`src/design/utp_pkg.sv`:
```
`default_nettype none
// ----------------------------------------------------------------------------
// utp_pkg
// Constants and types shared by the preview-text normalizer modules.
// ----------------------------------------------------------------------------
package utp_pkg;

	localparam logic [7:0] LEAD_BYTE   = 8'hE2;
	localparam logic [7:0] MID_PUNCT   = 8'h80;
	localparam logic [7:0] MID_LETTER  = 8'h84;
	localparam logic [7:0] SPACE_BYTE  = 8'h20;
	localparam logic [7:0] DEL_BYTE    = 8'h7F;
	localparam logic [7:0] APOS_BYTE   = 8'h27;
	localparam logic [7:0] QUOTE_BYTE  = 8'h22;

	// Largest number of result bytes one input byte can cause.
	localparam int unsigned UTP_MAX_RESULTS = 4;
	localparam int unsigned UTP_CNT_W       = $clog2(UTP_MAX_RESULTS + 1);

	// Default depth of the queue between front and back.
	localparam int unsigned UTP_QUEUE_DEPTH = 4;

	// One queue entry: the result bytes caused by one input byte.
	// A count of zero with last set is an empty end marker.
	typedef struct packed {
		logic [UTP_MAX_RESULTS-1:0][7:0] bytes;
		logic [UTP_CNT_W-1:0]            cnt;
		logic                            last;
	} utp_entry_t;

endpackage
`default_nettype wire

```
`src/design/utp_in_if.sv`:
```
`default_nettype none
// ----------------------------------------------------------------------------
// utp_in_if
// Raw text byte channel with a valid/ready handshake.
// ----------------------------------------------------------------------------
interface utp_in_if;
	logic       valid;
	logic       ready;
	logic [7:0] in_byte;
	logic       is_last;

	modport source (output valid, output in_byte, output is_last, input ready);
	modport sink   (input valid, input in_byte, input is_last, output ready);
endinterface
`default_nettype wire

```
`src/design/utp_out_if.sv`:
```
`default_nettype none
// ----------------------------------------------------------------------------
// utp_out_if
// Normalized byte channel with a valid/ready handshake.
// ----------------------------------------------------------------------------
interface utp_out_if;
	logic       valid;
	logic       ready;
	logic [7:0] out_byte;
	logic       out_valid;
	logic       end_of_text;

	modport source (output valid, output out_byte, output out_valid, output end_of_text,
		input ready);
	modport sink   (input valid, input out_byte, input out_valid, input end_of_text,
		output ready);
endinterface
`default_nettype wire

```
`src/design/utf8_text_preview_normalizer_core.sv`:
```
`default_nettype none
// ----------------------------------------------------------------------------
// utf8_text_preview_normalizer_core
// Cleans UTF-8 preview text: typographic quotes, dashes and spaces.
// ----------------------------------------------------------------------------
// Usage:
// The raw channel takes one text byte per beat, with is_last on the final
// byte of a text. The norm channel gives one result per beat: a cleaned byte
// with out_valid set, or, when the final byte of a text yields nothing, one empty
// marker with out_valid clear. end_of_text is set on the final result of a text.
// Curly quotes become ASCII quotes, dashes, ellipses and runs of whitespace
// or control bytes become one space, letterlike symbols are dropped, and
// the text never starts or ends with a space.
// Throughput: one input byte per cycle while the entry queue has room. Each
// byte that causes results takes one output beat per result (up to four),
// so the output register paces the block; bursts are absorbed by the queue.
// Path: an accepted byte is written into the queue, and its first result is
// then loaded from the queue head into the output register that drives norm.
// When the receiver stalls, the output holds its beat, the queue fills and
// raw.ready drops. Reset empties the queue and the output register and
// starts a fresh text.
// ----------------------------------------------------------------------------
module utf8_text_preview_normalizer_core import utp_pkg::*; #(
	parameter int unsigned QUEUE_DEPTH = UTP_QUEUE_DEPTH
) (
	input  wire logic clk,
	input  wire logic arst_n,
	utp_in_if.sink    raw,
	utp_out_if.source norm
);

	// Front to queue: one entry per byte that yields results or ends a text.
	logic       push;
	utp_entry_t entry;
	logic       full;

	// Queue to back: the oldest entry, removed once fully sent.
	logic       not_empty;
	logic       pop;
	utp_entry_t head;

	// The front holds the sequence and space state and works at full rate while the queue has room.
	utp_front u_front (
		.clk    (clk),
		.arst_n (arst_n),
		.raw    (raw),
		.full   (full),
		.push   (push),
		.entry  (entry)
	);

	// The queue decouples the one-beat input from multi-beat results.
	utp_queue #(
		.DEPTH (QUEUE_DEPTH)
	) u_queue (
		.clk       (clk),
		.arst_n    (arst_n),
		.push      (push),
		.wr_entry  (entry),
		.pop       (pop),
		.full      (full),
		.not_empty (not_empty),
		.head      (head)
	);

	// The back serializes each entry through the output register.
	utp_back u_back (
		.clk       (clk),
		.arst_n    (arst_n),
		.not_empty (not_empty),
		.head      (head),
		.pop       (pop),
		.norm      (norm)
	);

endmodule
`default_nettype wire

```
`src/design/utp_front.sv`:
```
`default_nettype none
// ----------------------------------------------------------------------------
// utp_front
// Accepts raw bytes, tracks held E2 sequences and space state, and builds
// one queue entry per byte that causes results or ends a text.
// ----------------------------------------------------------------------------
module utp_front import utp_pkg::*; (
	input  wire logic  clk,
	input  wire logic  arst_n,
	utp_in_if.sink     raw,
	input  wire logic  full,
	output logic       push,
	output utp_entry_t entry
);

	typedef struct packed {
		logic [UTP_MAX_RESULTS-1:0][7:0] bytes;
		logic [UTP_CNT_W-1:0]            cnt;
		logic                            mid_letter;
		logic [1:0]                      hcnt;
		logic                            sp;
		logic                            started;
	} work_t;

	logic       mid_letter_q;
	logic [1:0] hcnt_q;
	logic       sp_q;
	logic       started_q;
	work_t      w;
	logic       accept;

	function automatic work_t push_raw(work_t a, logic [7:0] b);
		work_t r;
		r = a;
		if (r.cnt < UTP_CNT_W'(UTP_MAX_RESULTS)) begin
			r.bytes[r.cnt[$clog2(UTP_MAX_RESULTS)-1:0]] = b;
			r.cnt = r.cnt + UTP_CNT_W'(1);
		end
		return r;
	endfunction

	function automatic work_t emit(work_t a, logic [7:0] b);
		work_t r;
		r = a;
		if (r.sp) begin
			r = push_raw(r, SPACE_BYTE);
			r.sp = 1'b0;
		end
		r = push_raw(r, b);
		r.started = 1'b1;
		return r;
	endfunction

	function automatic work_t collapse(work_t a);
		work_t r;
		r = a;
		if (r.started) begin
			r.sp = 1'b1;
		end
		return r;
	endfunction

	function automatic work_t feed_fresh(work_t a, logic [7:0] b);
		work_t r;
		r = a;
		if (b == LEAD_BYTE) begin
			r.hcnt = 2'd1;
		end else if (b <= SPACE_BYTE || b == DEL_BYTE) begin
			r = collapse(r);
		end else begin
			r = emit(r, b);
		end
		return r;
	endfunction

	always_comb begin
		w            = '0;
		w.mid_letter = mid_letter_q;
		w.hcnt       = 2'd0;
		w.sp         = sp_q;
		w.started    = started_q;
		case (hcnt_q)
			2'd1: begin
				if (raw.in_byte == MID_PUNCT || raw.in_byte == MID_LETTER) begin
					w.mid_letter = (raw.in_byte == MID_LETTER);
					w.hcnt       = 2'd2;
				end else begin
					w = emit(w, LEAD_BYTE);
					w = feed_fresh(w, raw.in_byte);
				end
			end
			2'd2: begin
				if (mid_letter_q) begin
					// Letterlike symbol: the whole sequence is dropped.
				end else if (raw.in_byte inside {8'h98, 8'h99, 8'h9B}) begin
					w = emit(w, APOS_BYTE);
				end else if (raw.in_byte inside {[8'h9C:8'h9F]}) begin
					w = emit(w, QUOTE_BYTE);
				end else if (raw.in_byte inside {[8'h90:8'h95], 8'hA6}) begin
					w = collapse(w);
				end else begin
					w = emit(w, LEAD_BYTE);
					w = emit(w, MID_PUNCT);
					w = feed_fresh(w, raw.in_byte);
				end
			end
			default: begin
				w = feed_fresh(w, raw.in_byte);
			end
		endcase
		if (raw.is_last) begin
			// An unfinished sequence at the end goes out literally.
			if (w.hcnt != 2'd0) begin
				w = emit(w, LEAD_BYTE);
			end
			if (w.hcnt == 2'd2) begin
				w = emit(w, w.mid_letter ? MID_LETTER : MID_PUNCT);
			end
		end
	end

	assign raw.ready   = !full;
	assign accept      = raw.valid && raw.ready;
	assign push        = accept && (w.cnt != '0 || raw.is_last);
	assign entry.bytes = w.bytes;
	assign entry.cnt   = w.cnt;
	assign entry.last  = raw.is_last;

	always_ff @(posedge clk or negedge arst_n) begin
		if (!arst_n) begin
			mid_letter_q <= 1'b0;
			hcnt_q       <= 2'd0;
			sp_q         <= 1'b0;
			started_q    <= 1'b0;
		end else if (accept) begin
			if (raw.is_last) begin
				mid_letter_q <= 1'b0;
				hcnt_q       <= 2'd0;
				sp_q         <= 1'b0;
				started_q    <= 1'b0;
			end else begin
				mid_letter_q <= w.mid_letter;
				hcnt_q       <= w.hcnt;
				sp_q         <= w.sp;
				started_q    <= w.started;
			end
		end
	end

endmodule
`default_nettype wire

```
`src/design/utp_queue.sv`:
```
`default_nettype none
// ----------------------------------------------------------------------------
// utp_queue
// Small first-in first-out queue of entries between front and back.
// ----------------------------------------------------------------------------
module utp_queue import utp_pkg::*; #(
	parameter int unsigned DEPTH = UTP_QUEUE_DEPTH
) (
	input  wire logic       clk,
	input  wire logic       arst_n,
	input  wire logic       push,
	input  wire utp_entry_t wr_entry,
	input  wire logic       pop,
	output logic            full,
	output logic            not_empty,
	output utp_entry_t      head
);

	localparam int unsigned PTR_W = (DEPTH > 1) ? $clog2(DEPTH) : 1;
	localparam int unsigned CNT_W = $clog2(DEPTH + 1);

	utp_entry_t       store_q [DEPTH];
	logic [PTR_W-1:0] wr_ptr_q;
	logic [PTR_W-1:0] rd_ptr_q;
	logic [CNT_W-1:0] count_q;
	logic             do_push;
	logic             do_pop;

	assign full      = (count_q == CNT_W'(DEPTH));
	assign not_empty = (count_q != '0);
	assign do_push   = push && !full;
	assign do_pop    = pop && not_empty;
	assign head      = store_q[rd_ptr_q];

	always_ff @(posedge clk) begin
		if (do_push) begin
			store_q[wr_ptr_q] <= wr_entry;
		end
	end

	always_ff @(posedge clk or negedge arst_n) begin
		if (!arst_n) begin
			wr_ptr_q <= '0;
			rd_ptr_q <= '0;
			count_q  <= '0;
		end else begin
			if (do_push) begin
				wr_ptr_q <= (wr_ptr_q == PTR_W'(DEPTH - 1)) ? '0 : wr_ptr_q + PTR_W'(1);
			end
			if (do_pop) begin
				rd_ptr_q <= (rd_ptr_q == PTR_W'(DEPTH - 1)) ? '0 : rd_ptr_q + PTR_W'(1);
			end
			if (do_push && !do_pop) begin
				count_q <= count_q + CNT_W'(1);
			end else if (do_pop && !do_push) begin
				count_q <= count_q - CNT_W'(1);
			end
		end
	end

endmodule
`default_nettype wire

```
`src/design/utp_back.sv`:
```
`default_nettype none
// ----------------------------------------------------------------------------
// utp_back
// Walks the head entry one byte per beat into the output register.
// ----------------------------------------------------------------------------
module utp_back import utp_pkg::*; (
	input  wire logic       clk,
	input  wire logic       arst_n,
	input  wire logic       not_empty,
	input  wire utp_entry_t head,
	output logic            pop,
	utp_out_if.source       norm
);

	localparam int unsigned SUB_W = $clog2(UTP_MAX_RESULTS);

	logic [SUB_W-1:0] sub_q;
	logic             valid_q;
	logic [7:0]       byte_q;
	logic             out_valid_q;
	logic             eot_q;
	logic             load;
	logic             is_final;

	assign load     = not_empty && (!valid_q || norm.ready);
	assign is_final = (head.cnt == '0) ||
		((UTP_CNT_W'(sub_q) + UTP_CNT_W'(1)) == head.cnt);
	assign pop      = load && is_final;

	always_ff @(posedge clk or negedge arst_n) begin
		if (!arst_n) begin
			valid_q <= 1'b0;
			sub_q   <= '0;
		end else begin
			if (load) begin
				valid_q <= 1'b1;
				sub_q   <= is_final ? '0 : sub_q + SUB_W'(1);
			end else if (norm.ready) begin
				valid_q <= 1'b0;
			end
		end
	end

	always_ff @(posedge clk) begin
		if (load) begin
			byte_q      <= (head.cnt == '0) ? 8'h00 : head.bytes[sub_q];
			out_valid_q <= (head.cnt != '0);
			eot_q       <= head.last && is_final;
		end
	end

	assign norm.valid       = valid_q;
	assign norm.out_byte    = byte_q;
	assign norm.out_valid   = out_valid_q;
	assign norm.end_of_text = eot_q;

endmodule
`default_nettype wire

```
`src/flat_wrapper.sv`:
```
// flat-port wrapper written by rule: the top's interface ports become plain ports
module utf8_text_preview_normalizer_core_flat import utp_pkg::*;
#(
	parameter int unsigned QUEUE_DEPTH = UTP_QUEUE_DEPTH
)
  (clk, arst_n, raw_valid, raw_in_byte, raw_is_last, raw_ready, norm_valid, norm_out_byte, norm_out_valid, norm_end_of_text, norm_ready);
  utp_in_if raw_i ();
  utp_out_if norm_i ();
  input  wire logic clk;
  input  wire logic arst_n;
  input wire logic [$bits(raw_i.valid)-1:0] raw_valid;
  input wire logic [$bits(raw_i.in_byte)-1:0] raw_in_byte;
  input wire logic [$bits(raw_i.is_last)-1:0] raw_is_last;
  output wire logic [$bits(raw_i.ready)-1:0] raw_ready;
  output wire logic [$bits(norm_i.valid)-1:0] norm_valid;
  output wire logic [$bits(norm_i.out_byte)-1:0] norm_out_byte;
  output wire logic [$bits(norm_i.out_valid)-1:0] norm_out_valid;
  output wire logic [$bits(norm_i.end_of_text)-1:0] norm_end_of_text;
  input wire logic [$bits(norm_i.ready)-1:0] norm_ready;
  assign raw_i.valid = raw_valid;
  assign raw_i.in_byte = raw_in_byte;
  assign raw_i.is_last = raw_is_last;
  assign raw_ready = raw_i.ready;
  assign norm_valid = norm_i.valid;
  assign norm_out_byte = norm_i.out_byte;
  assign norm_out_valid = norm_i.out_valid;
  assign norm_end_of_text = norm_i.end_of_text;
  assign norm_i.ready = norm_ready;
  utf8_text_preview_normalizer_core #(.QUEUE_DEPTH(QUEUE_DEPTH)) u_core (.clk(clk), .arst_n(arst_n), .raw(raw_i), .norm(norm_i));
endmodule
```
`config.mk`:
```
export PLATFORM = sky130hd
export DESIGN_NAME = utf8_text_preview_normalizer_core_flat
export DESIGN_NICKNAME = d
export VERILOG_FILES = /design/src/design/utp_pkg.sv /design/src/design/utp_in_if.sv /design/src/design/utp_out_if.sv /design/src/design/utf8_text_preview_normalizer_core.sv /design/src/design/utp_front.sv /design/src/design/utp_queue.sv /design/src/design/utp_back.sv /design/src/flat_wrapper.sv
export SDC_FILE = /design/constraint.sdc
export NUM_CORES = 1
export LEC_CHECK = 0
export BUFFER_PORTS_ARGS = -buffer_cell sky130_fd_sc_hd__buf_2
export CAP_MARGIN = 20
export CORE_MARGIN = 1.5
export CORE_UTILIZATION = 60
export CTS_BUF_LIST = sky130_fd_sc_hd__clkbuf_16
export CTS_CLUSTER_DIAMETER = 30
export DETAILED_ROUTE_END_ITERATION = 7
export PLACE_DENSITY_LB_ADDON = 0.15
export SETUP_SLACK_MARGIN = 0.4
export SLEW_MARGIN = 20
export SYNTH_ARGS = -nofsm -noshare
export SYNTH_HDL_FRONTEND = slang
export SYNTH_HIERARCHICAL = 1
export SYNTH_SLANG_ARGS = --single-unit
export TNS_END_PERCENT = 100
```
`constraint.sdc`:
```
create_clock -name clk -period 7.8 [get_ports clk]
set_input_delay 0.39 -clock clk [delete_from_list [all_inputs] [get_ports clk]]
set_output_delay 0.39 -clock clk [all_outputs]
set_load 0.01 [all_outputs]
```
**Word-level counts from Yosys, hierarchy flattened**

Memories as Yosys holds them, arrays and structs flattened.
Cells that the tools add are included.

- Register bits: 25
- Bits in writable memories: 144
- Input bits: 13
- Output and inout port bits: 12
- Logic and storage cells: 324
- Memories kept: 1

Memory list:

| name | words | bits a word | rd ports | clocked after memory_dff | write ports | line | source |
|---|---|---|---|---|---|---|---|
| u_core.u_queue.store_q | 4 | 36 | 1 | 0 | 1 | utp_queue.sv:22 | `utp_entry_t store_q [DEPTH];` |

- Add/sub/neg operators: 21
- $lt $le $gt $ge: 51
- Equality and inequality tests: 15
- Mux-type cells: 146
- Bitwise gates (word level): 33
- Reduce and logical (&&, ||, !) cells: 45

Operators with widths:

| kind | number |
|---|---|
| 40-bit two-way mux | 53 |
| 35-bit two-way mux | 28 |
| 8-bit demux with 2-bit select | 15 |
| 28-bit AND | 6 |
| 28-bit NOT | 6 |
| 32-bit bitwise mux | 4 |
| 8-bit two-way mux | 16 |
| 36-bit two-way mux | 3 |
| 40-bit case mux with 2 select lines | 1 |
| 16-bit AND | 4 |
| 16-bit NOT | 4 |
| 16-bit OR | 4 |
| 8-bit == test (second input constant) | 7 |
| 3-bit by 1-bit adder with 3-bit output (second input constant) | 16 |
| 2-bit by 3-bit less-than comparator with 1-bit output (second input constant) | 16 |
| 3-bit less-than comparator (second input constant) | 15 |
| 2-bit by 1-bit >= comparator with 1-bit output (second input constant) | 15 |
| 14-bit two-way mux | 2 |
| 1-bit logical AND | 26 |
| 24-bit AND | 1 |
| 24-bit NOT | 1 |
| 4-bit OR | 6 |
| 2-bit two-way mux | 11 |
| 8-bit binary-select mux with 2-bit select | 1 |
| 20 further kinds | 50 |

**Depth between registers and ports, before layout**

Gate-level depths: netlist (run 1).

- Depth after elaboration: 118
- Depth in mapped cells: 26
- Depth with buffers taken out: 25

**Cells and area by module**

Netlist (run 1), hierarchy kept.

Modules (own cells, without submodules):

| module | times used | cells each | area an instance (um2) | seq. area each (um2) |
|---|---|---|---|---|
| utp_queue | 1 | 225 | 5656.7 | 4499.3 |
| utp_front | 1 | 339 | 2352.3 | 125.1 |
| utp_back | 1 | 57 | 800.8 | 375.4 |

**Least setup slack after synthesis (run 1)**

No wires, ideal clock.

- Path kind: input to register
- Start point: input port raw_in_byte[0]
- End point: memory u_core/u_queue/store_q[0][30] (netlist name), data pin
- Library setup time: 263 ps
- Arrival: 5233 ps
- Data required time: 7537 ps
- Slack: 2305 ps
- Cell stages on the path: 24
- Path buffers: 1
- Cells stage by stage: buf_6 > nor4_4 > a21oi_2 > a21oi_1 > inv_1 > ha_1 > o21ai_0 > a22oi_1 > o221ai_2 > inv_2 > ha_1 > mux2_2 > ha_1 > mux2_4 > nand2_1 > a21boi_1 > ha_1 > nand4_1 > o211ai_2 > inv_1 > ha_1 > nand3b_1 > o311a_1 > a21o_1

RTL lines:

| item | line | source |
|---|---|---|
| start: declaration | flat_wrapper.sv:12 | `input wire logic [$bits(raw_i.in_byte)-1:0] raw_in_byte;` |
| end: declaration | utp_queue.sv:22 |  |

==> flow_summary_export.csv, run 1 <==
group,metric,value,unit
sta,setup_viol,0,
power,p_per_area,316.9,mW/mm²
setup_path,crit_path_max_fanout,15,
die,dieArea,0.01542,mm²
clock_network,clock_path_buffers,2,
sta,grt_setup_unrepaired,"false",
placement,post-place-ws,1.461,ns
final_layout,area_growth,8.479,%
grt,grt-ovfl-total,0,
grt,grt_pass1_vias,5340,
setup_path,crit_type,"in -> reg",
clock_network,clock_latency,0.42,ns
logic_synthesis,yosysSeqAreaShare,56.75,%
clock_network,cts.sinks,169,
logic_synthesis,synth_nets,662,
logic_synthesis,synthTopCellsByArea,"edfxtp_1 52%, mux4_2 11%, dfrtp_1 4.3%",
grt,grt_pass1_wl,31.17,mm
routing,met1Wirelength,8.959,mm
routing,vias,5489,
sta,tightest_slew,0.8449,ns
sta,hold_viol,0,
logic_synthesis,netlist_area,0.008810,mm²
setup_path,critPathRequiredTime,7.97,ns
die,die_h,124.2,µm
routing,drt_first_pass_iters,5,
power,power,3.028,mW
final_layout,num-nets-final,683,
routing,drt_iter0_markers,539,
logic_synthesis,synth-seq-cells,169,
logic_synthesis,avgSynthCellArea,14.19,µm²
placement,portBuffers,24,
clock_network,cts_setup_buffers,0,
grt,track_usage,28.11,%
sta,post-route-period-util,76.83,%
routing,drc_errors,0,
die,num_io_pins,25,
routing,wl_met2,9.699,mm
logic_synthesis,synth_cell_types,90,
logic_synthesis,ys.flop_type,"edfxtp_1",
setup_path,worst_ep_arrival_time,6.16,ns
final_layout,drive_gt1_share,22.14,%
sta,setup_ws,1.808,ns
setup_path,cp-start-kind,"input port",
logic_synthesis,synth_edf_count,154,
logic_synthesis,yosys_warnings,6,
clock_network,cts_resized,0,
status,status,"completed",
sta,holdWs,0.2603,ns
routing,wirelength,20.35,mm
routing,top_layer,"met4",
die,start_util,61.08,%
sta,drv_slew,0,
clock_network,clock-root-buffer,"clkbuf_16",
sta,fmax,0.1669,GHz
placement,placed_cells,806,
sta,setup_tns,0,ns
die,rows,44,
final_layout,final_cell_count_no_fill,839,
run,max_cap_viol_count,0,
placement,gp_congestion,0.9421,
grt,grt_max_degree,40,
worst_hold_path,min-delay-path-class,"in -> reg",
routing,vias_per_cell,6.542,
sta,finalCriticalPeriod,5.992,ns
clock_network,cts_tree,"built",
power,leakage,3.425,nW
clock_network,path_clk_slew,0.06,ns
logic_synthesis,synth_top_area_share,52.49,%
logic_synthesis,ys_async_sr_fraction,8.876,%
logic_synthesis,synthCells,621,
die,die_w,124.2,µm
placement,dp_hpwl,13.59,mm
clock_network,h-tree-depth,4,
sta,clock_skew,0.009237,ns
routing,wl_met3,1.247,mm
setup_path,cp-end-kind,"register",
routing,ant_nets,0,
die,core-area,0.01442,mm²
final_layout,antenna_cells,0,
clock_network,cts_buffers,17,
clock_network,hold_buffers,1,
power,ir_drop,0.2210,mV
routing,wl_per_cell,24.26,µm
logic_synthesis,yosysTopAreaCell,"edfxtp_1",
sta,relSlewSlack,43.67,%
grt,antenna_found_initial,0,
[metal layers]
layer  vias up  global-route usage [%]
li1       2490                       -
met1      2743                   40.16
met2       222                   44.33
met3        34                   5.128
met4         0                   8.381
met5         -                       0
[critical path, cell delays in order]
cell and delay (ns):
buf_2 0.20, nor4_4 0.37, a21oi_2 0.13, a21oi_1 0.47, inv_1 0.13, ha_1 0.31, o21ai_0 0.28, a22oi_1 0.15
o221ai_2 0.41, inv_2 0.16, ha_1 0.37, mux2_2 0.31, ha_1 0.32, mux2_4 0.28, nand2_1 0.06, a21boi_1 0.22
ha_1 0.27, nand4_1 0.08, o211ai_2 0.14, inv_1 0.12, ha_1 0.22, nand3b_1 0.12, o311a_1 0.39, a21o_1 0.24
[power breakdown]
| group | leakage (nW) | total, mW | switching, mW | internal [mW] |
|---|---|---|---|---|
| clock | 0.272 | 0.776 | 0.338 | 0.438 |
| combinational | 1.51 | 0.944 | 0.496 | 0.448 |
| sequential | 1.64 | 1.31 | 0.0880 | 1.22 |
[stage by stage]
stage                     area (µm²)  util, %
after floorplan                 8810        -
after global placement          8999    62.39
after detailed placement        8999    62.39
after CTS                       9557    66.26
after global routing            9557    66.26
final                           9557    66.26
[cell usage after synthesis (4+ instances only)]
master / n
mux4_2: 44
inv_1: 21
buf_6: 7
o21ai_1: 4
ha_1: 27
nand3_1: 25
a31oi_1: 8
and2_1: 14
clkbuf_1: 11
edfxtp_1: 154
o21ai_0: 25
o22ai_1: 5
buf_2: 6
nor3_1: 8
nand2b_1: 4
nor2b_1: 14
dfrtp_1: 15
mux2_2: 6
a21o_1: 8
nor2_1: 31
a211oi_1: 5
and3_1: 9
a21oi_1: 24
buf_4: 6
xnor2_1: 8
nand2_1: 34
nand4_1: 13
[logic make-up (layout without fill, tap and decap cells)]
family                     after synthesis  in the layout  share of synthesized area, %
buffers and inverters                   55             89                         3.636
AOI/OAI and AO/OA                      126            126                         10.18
adders and majority gates               28             28                         4.062
muxes                                   53             53                         12.55
and+or+nand+nor                        180            180                         11.82
DFF                                    169            169                         56.75
xor gates and xnor gates                10             10                        0.9942
[final timing paths]
kind | from | to | slack (ns) | depth (start not counted)
min | norm_ready | u_core/u_back/norm.valid | 0.26 | 3
max in group asynchronous | arst_n | u_core/u_queue/rd_ptr_q[0] | 7.08 | 2
max reg2reg | u_core/u_front/sp_q | u_core/u_queue/store_q[0][30] | 2.09 | 21
max | raw_in_byte[2] | u_core/u_queue/store_q[0][30] | 1.81 | 24
min in group asynchronous | arst_n | u_core/u_back/norm.valid | 0.42 | 2
min reg2reg | u_core/u_queue/count_q[2] | u_core/u_queue/count_q[2] | 0.49 | 1
[placed cells by master, fill, tap and decap left out, drive strengths merged, types with 4 or more instances in the layout]
cell type,n
clkbuf,17
xnor2,8
a21o,8
or3,4
dfrtp,15
and2,16
mux2,7
nand2b,4
nand2,35
clkinv,5
o22ai,5
a211oi,6
a31oi,8
nor2,32
a21boi,4
inv,29
nand4,13
nor2b,14
edfxtp,154
ha,27
and3,10
o21ai,30
a21oi,26
buf,34
nand3,26
nor4,4
mux4,44
nor3,9
[area by class of cell]
cell class | count | area [µm²]
Clock buffer | 17 | 425.4
Multi-Input combinational cell | 397 | 3490
Sequential cell | 169 | 5001
Timing Repair Buffer | 35 | 205.2
Clock inverter | 15 | 122.6
Inverter | 22 | 82.58
Tap cell | 184 | 230.2
Fill cell | 1063 | 4867
[sequential cells by signal, indices dropped and copies added, names as in the netlist]
register and flops:
u_core/u_back/norm.out_byte 8, u_core/u_queue/store_q 144, u_core/u_queue/wr_ptr_q 2, u_core/u_front/sp_q 1
u_core/u_back/norm.out_valid 1, u_core/u_front/started_q 1, u_core/u_queue/rd_ptr_q 2, u_core/u_back/norm.valid 1
u_core/u_back/norm.end_of_text 1, u_core/u_front/mid_letter_q 1, u_core/u_back/sub_q 2, u_core/u_queue/count_q 3
u_core/u_front/hcnt_q 2
No activity file was read; power rests on OpenSTA's default activity.
==> run 2: changes to the inputs <==
==> constraint.sdc (replaced) <==
create_clock -name clk -period 6 [get_ports clk]
set_input_delay 0.3 -clock clk [delete_from_list [all_inputs] [get_ports clk]]
set_output_delay 0.3 -clock clk [all_outputs]
set_load 0.01 [all_outputs]
==> flow_summary_export.csv, run 2 (synthesis results as in run 1) <==
group,metric,value,unit
power,ir_drop,0.2798,mV
die,die_w,124.2,µm
setup_path,cp-start-kind,"input port",
sta,tightest_slew,0.8304,ns
final_layout,antenna_cells,0,
sta,grt_setup_unrepaired,"false",
power,intPower,2.826,mW
grt,grt_pass1_wl,30.77,mm
final_layout,area_growth,9.757,%
worst_hold_path,hold_depth,3,
die,dieArea,0.01542,mm²
die,die_h,124.2,µm
power,p_per_area,416.6,mW/mm²
worst_hold_path,worstHoldEndpoint,"u_core/u_back/norm.valid",
routing,ant_nets,0,
sta,post-route-period-util,88.52,%
clock_network,path_clk_slew,0.06,ns
setup_path,reg2reg_depth,20,
worst_hold_path,min-delay-path-class,"in -> reg",
power,combPwrFrac,30.2,%
power,seq_power_share,42.3,%
final_layout,num-nets-final,691,
power,switchingPower,1.202,mW
placement,placed_cells,814,
clock_network,clock-root-buffer,"clkbuf_16",
power,p_sw_share,29.85,%
sta,hold_viol,0,
grt,grt_pass1_vias,5403,
routing,drt_iter0_markers,590,
placement,portBuffers,24,
sta,setup_tns,0,ns
final_layout,final_cell_count_no_fill,847,
worst_hold_path,hold_path_startpoint,"norm_ready",
setup_path,r2r_start,"u_core/u_front/sp_q",
sta,setup_viol,0,
routing,wl_per_cell,24.00,µm
sta,drv_slew,0,
routing,drc_errors,0,
die,num_io_pins,25,
grt,antenna_found_initial,0,
routing,vias,5475,
sta,fmax,0.1883,GHz
status,status,"completed",
power,leakage,3.478,nW
sta,clock_skew,0.007829,ns
clock_network,clock_latency,0.42,ns
clock_network,cts_buffers,17,
sta,holdWs,0.1831,ns
final_layout,layout_common_cells,"154 x edfxtp_1, 44 x mux4_2, 34 x nand2_1, 31 x nor2_1, 27 x ha_1",
routing,drt_first_pass_iters,5,
clock_network,clock_path_buffers,2,
setup_path,crit_path_max_fanout,15,
clock_network,h-tree-depth,4,
setup_path,critPathRequiredTime,6.17,ns
final_layout,layout_commonest_cell,"edfxtp_1",
clock_network,cts_resized,0,
placement,dp_hpwl,13.65,mm
setup_path,crit_type,"in -> reg",
routing,wirelength,20.33,mm
final_layout,regMostFlops,"u_core/u_queue/store_q",
setup_path,worst_ep_arrival_time,5.48,ns
sta,relSlewSlack,44.64,%
setup_path,cp-end-kind,"register",
die,core-area,0.01442,mm²
final_layout,drive_gt1_share,23.23,%
grt,grt_max_degree,39,
setup_path,rrSetupSlack,0.71,ns
final_layout,largest_register_ffs,144,
clock_network,cts_tree,"built",
die,rows,44,
die,start_util,61.08,%
power,clock_power_share,27.5,%
sta,finalCriticalPeriod,5.311,ns
grt,grt-ovfl-total,0,
setup_path,r2r-end,"u_core/u_queue/store_q[0][30]",
placement,gp_congestion,0.9124,
routing,vias_per_cell,6.464,
run,max_cap_viol_count,0,
clock_network,cts.sinks,169,
grt,track_usage,27.82,%
[run 2: cell count changes in the layout (fill, tap and decap cells not counted)]
cell / delta
buf_4: +8
inv_8: +1
clkinv_2: -1
clkinvlp_4: +1
bufinv_16: +2
inv_6: -3
clkinv_4: +1
inv_1: -1
[run 2: layout make-up]
type	count	area (µm²)
clock buffers	17	425.4
well taps	184	230.2
clock inverters	15	175.2
repair buffers	43	265.3
multi-input cells	397	3490
flip-flops and latches	169	5001
fillers	1019	4755
inverters	22	82.58
[run 2: worst max path at each step]
stage | start | end | slack (ns) | cells after the start
4_1_cts | raw_in_byte[2] | u_core/u_queue/store_q[0][30] | 0.77 | 24
3_3_place_gp | raw_in_byte[2] | u_core/u_queue/store_q[0][30] | 0.49 | 24
5_1_grt | raw_in_byte[2] | u_core/u_queue/store_q[1][32] | 0.41 | 24
6_report | raw_in_byte[2] | u_core/u_queue/store_q[0][30] | 0.69 | 24
3_5_place_dp | raw_in_byte[2] | u_core/u_queue/store_q[3][30] | 0.33 | 24
2_1_floorplan | raw_in_byte[0] | u_core/u_queue/store_q[0][30] | 0.59 | 24
[run 2: what timing repair did]
action	in CTS	in global routing
hold buffers	1	0
setup buffers	0	0
hold endpoints to repair	15	0
[run 2: stage by stage]
stage	worst slack, ns	utilization [%]	total power, mW	area (µm²)
after floorplan	0.5949	-	2.654	8810
after global placement	0.4898	62.80	2.896	9059
after detailed placement	0.3288	62.80	2.953	9059
after CTS	0.7670	67.04	4.060	9669
after global routing	0.4078	67.04	4.222	9669
final	0.6888	67.04	4.028	9669
[run 2: power by group through the flow]
stage          clock, mW  sequential [mW]  combinational (mW)
5_1_grt             1.17             1.73                1.32
4_1_cts             1.12             1.71                1.23
6_report            1.11             1.70                1.22
3_5_place_dp           0             1.73                1.22
2_1_floorplan          0             1.69               0.960
3_3_place_gp           0             1.71                1.19
[run 2: metal layers]
layer | part of all wire (%) | wire [µm] | global-route usage [%] | up-vias
met2 | 48 | 9689 | 43.27 | 192
met5 | 0 | 0 | 0 | -
met4 | 1.6 | 319 | 7.315 | 0
met3 | 5.1 | 1037 | 5.495 | 25
li1 | - | - | - | 2503
met1 | 46 | 9281 | 40.47 | 2755
[run 2: critical path, stage by stage]
cell and delay [ns]:
buf_2 0.20, nor4_4 0.37, a21oi_2 0.13, a21oi_1 0.19, inv_1 0.10, ha_1 0.27, o21ai_0 0.31, a22oi_1 0.17
o221ai_2 0.20, inv_2 0.13, ha_1 0.34, mux2_2 0.31, ha_1 0.31, mux2_4 0.28, nand2_1 0.06, a21boi_1 0.22
ha_1 0.26, nand4_1 0.08, o211ai_2 0.14, inv_1 0.13, ha_1 0.22, nand3b_1 0.12, o311a_1 0.38, a21o_1 0.24
==> run 3: changes to the inputs <==
--- a/config.mk
+++ b/config.mk
@@ -12,6 +12,7 @@
 export CTS_BUF_LIST = sky130_fd_sc_hd__clkbuf_16
 export CTS_CLUSTER_DIAMETER = 30
 export DETAILED_ROUTE_END_ITERATION = 7
+export GPL_TIMING_DRIVEN = 0
 export PLACE_DENSITY_LB_ADDON = 0.15
 export SETUP_SLACK_MARGIN = 0.4
 export SLEW_MARGIN = 20
==> constraint.sdc (replaced) <==
create_clock -name clk -period 5.3 [get_ports clk]
set_input_delay 0.265 -clock clk [delete_from_list [all_inputs] [get_ports clk]]
set_output_delay 0.265 -clock clk [all_outputs]
set_load 0.01 [all_outputs]
==> flow_summary_export.csv, run 3 (synthesis results as in run 1) <==
group,metric,value,unit
final_layout,num-nets-final,725,
worst_hold_path,hold_depth,3,
sta,clock_skew,0.01414,ns
routing,vias_per_cell,6.728,
placement,gp_congestion,0.9033,
grt,grt_max_degree,25,
final_layout,largest_register_ffs,144,
clock_network,clock_path_buffers,2,
setup_path,crit_path_max_fanout,11,
setup_path,cp-start-kind,"register",
sta,fmax,0.2094,GHz
grt,track_usage,29.89,%
final_layout,final_cell_count_no_fill,881,
power,p_per_area,456.7,mW/mm²
placement,postPlaceCellArea,0.009346,mm²
die,dieArea,0.01542,mm²
setup_path,crit_type,"reg -> reg",
sta,grt_setup_unrepaired,"false",
power,leakage,3.677,nW
final_layout,regMostFlops,"u_core/u_queue/store_q",
routing,vias,5927,
sta,setup_tns,0,ns
die,num_io_pins,25,
clock_network,h-tree-depth,4,
grt,antenna_found_initial,0,
placement,placed_cells,832,
placement,post-place-ws,-0.5893,ns
die,core-area,0.01442,mm²
final_layout,antenna_cells,0,
clock_network,cts_tree,"built",
setup_path,worst_ep_arrival_time,4.90,ns
run,max_cap_viol_count,0,
placement,dp_hpwl,14.89,mm
setup_path,reg2reg_depth,22,
routing,drt_iter0_markers,660,
clock_network,clock_latency,0.43,ns
sta,finalCriticalPeriod,4.775,ns
die,die_h,124.2,µm
routing,wl_per_cell,24.63,µm
clock_network,clock-root-buffer,"clkbuf_16",
status,status,"completed",
final_layout,stdcell_area,0.01020,mm²
sta,hold_viol,0,
final_layout,area_growth,15.81,%
clock_network,path_clk_slew,0.07,ns
final_layout,layout_commonest_cell,"edfxtp_1",
sta,post-route-period-util,90.10,%
placement,portBuffers,22,
routing,ant_nets,0,
grt,grt_pass1_vias,5710,
grt,grt-ovfl-total,0,
sta,setup_viol,0,
sta,tightest_slew,0.8221,ns
clock_network,cts.sinks,169,
final_layout,drive_gt1_share,31.71,%
setup_path,critPathRequiredTime,5.43,ns
sta,drv_slew,0,
routing,wirelength,21.70,mm
clock_network,cts_buffers,17,
die,rows,44,
grt,grt_pass1_wl,33.02,mm
final_layout,layout_common_cells,"154 x edfxtp_1, 44 x mux4_2, 32 x nand2_1, 30 x nor2_1, 28 x buf_2",
die,start_util,61.08,%
routing,drc_errors,0,
die,die_w,124.2,µm
power,ir_drop,0.2557,mV
setup_path,cp-end-kind,"register",
sta,relSlewSlack,45.19,%
routing,drt_first_pass_iters,5,
sta,setup_ws,0.5248,ns
worst_hold_path,min-delay-path-class,"in -> reg",
==> run 3: cell types whose count changed in the layout (fill, tap and decap cells not counted), sizes merged <==
cell / previous run / this run
clkbuf: 17 / 26
bufinv: 3 / 1
buf: 42 / 67
clkinvlp: 3 / 2
clkinv: 5 / 6
inv: 26 / 28
==> run 3: layout make-up <==
cell class                 count  area (µm²)
clock buffer                  17       425.4
multi-input combinational    397        3705
tap                          184       230.2
clock inverter                15       145.1
timing repair buffer          44       350.3
fill                         975        4222
inverter                      22       85.08
buffer                        33       260.3
sequential                   169        5001
==> run 3: report_power, final <==
part           switching (mW)  internal (mW)  total (mW)
clock                   0.522          0.656        1.18
combinational           0.816          0.766        1.58
sequential              0.106           1.79        1.90
total                    1.44           3.22        4.66
==> run 3: per-layer routing <==
| layer | global-route usage (%) | wire length [µm] |
|---|---|---|
| met2 | 48.83 | 10640 |
| met3 | 5.723 | 1467 |
| met4 | 10.94 | 729 |
| met5 | 0 | 0 |
| met1 | 40.13 | 8865 |
==> run 3: worst paths after layout <==
path / startpoint / endpoint / slack (ns)
worst max-delay path: u_core/u_front/sp_q / u_core/u_queue/store_q[2][21] / 0.52
worst min-delay path: norm_ready / u_core/u_back/norm.valid / 0.13
worst max register to register: u_core/u_front/sp_q / u_core/u_queue/store_q[2][21] / 0.52
worst min register to register: u_core/u_queue/count_q[2] / u_core/u_queue/count_q[2] / 0.49
max in group asynchronous: arst_n / u_core/u_front/sp_q / 4.64
min in group asynchronous: arst_n / u_core/u_back/norm.valid / 0.34
==> run 3: timing repair <==
item / CTS / global route
setup endpoints to repair: 96 / 76
buffers inserted: 5 / 11
hold buffers: 1 / 0
resized for setup: 20 / 31
pin swaps: 4 / 13
hold endpoints to repair: 15 / 0
==> run 3: metrics by stage <==
step	hold WS, ns	power, mW	utilization (%)
4_1_cts	0.1226	4.669	69.54
3_3_place_gp	0.2048	3.369	64.02
2_1_floorplan	-0.03059	3.014	-
6_report	0.1335	4.660	70.73
5_1_grt	0.1871	4.872	70.73
3_5_place_dp	0.2158	3.481	64.80
==> run 3: worst max-delay path: stages, from the launching register on <==
cell,delay [ns]
dfrtp_2,0.48
inv_1,0.16
buf_4,0.21
ha_4,0.21
o21ai_2,0.16
a22oi_2,0.11
o221ai_4,0.28
inv_4,0.08
ha_4,0.23
mux2_4,0.29
ha_4,0.22
mux2_4,0.28
nand2_1,0.08
a21boi_4,0.19
ha_1,0.25
nand4_1,0.08
o211ai_2,0.15
inv_2,0.11
ha_2,0.16
nand4b_1,0.14
nor3_4,0.33
buf_6,0.15
a21oi_1,0.10
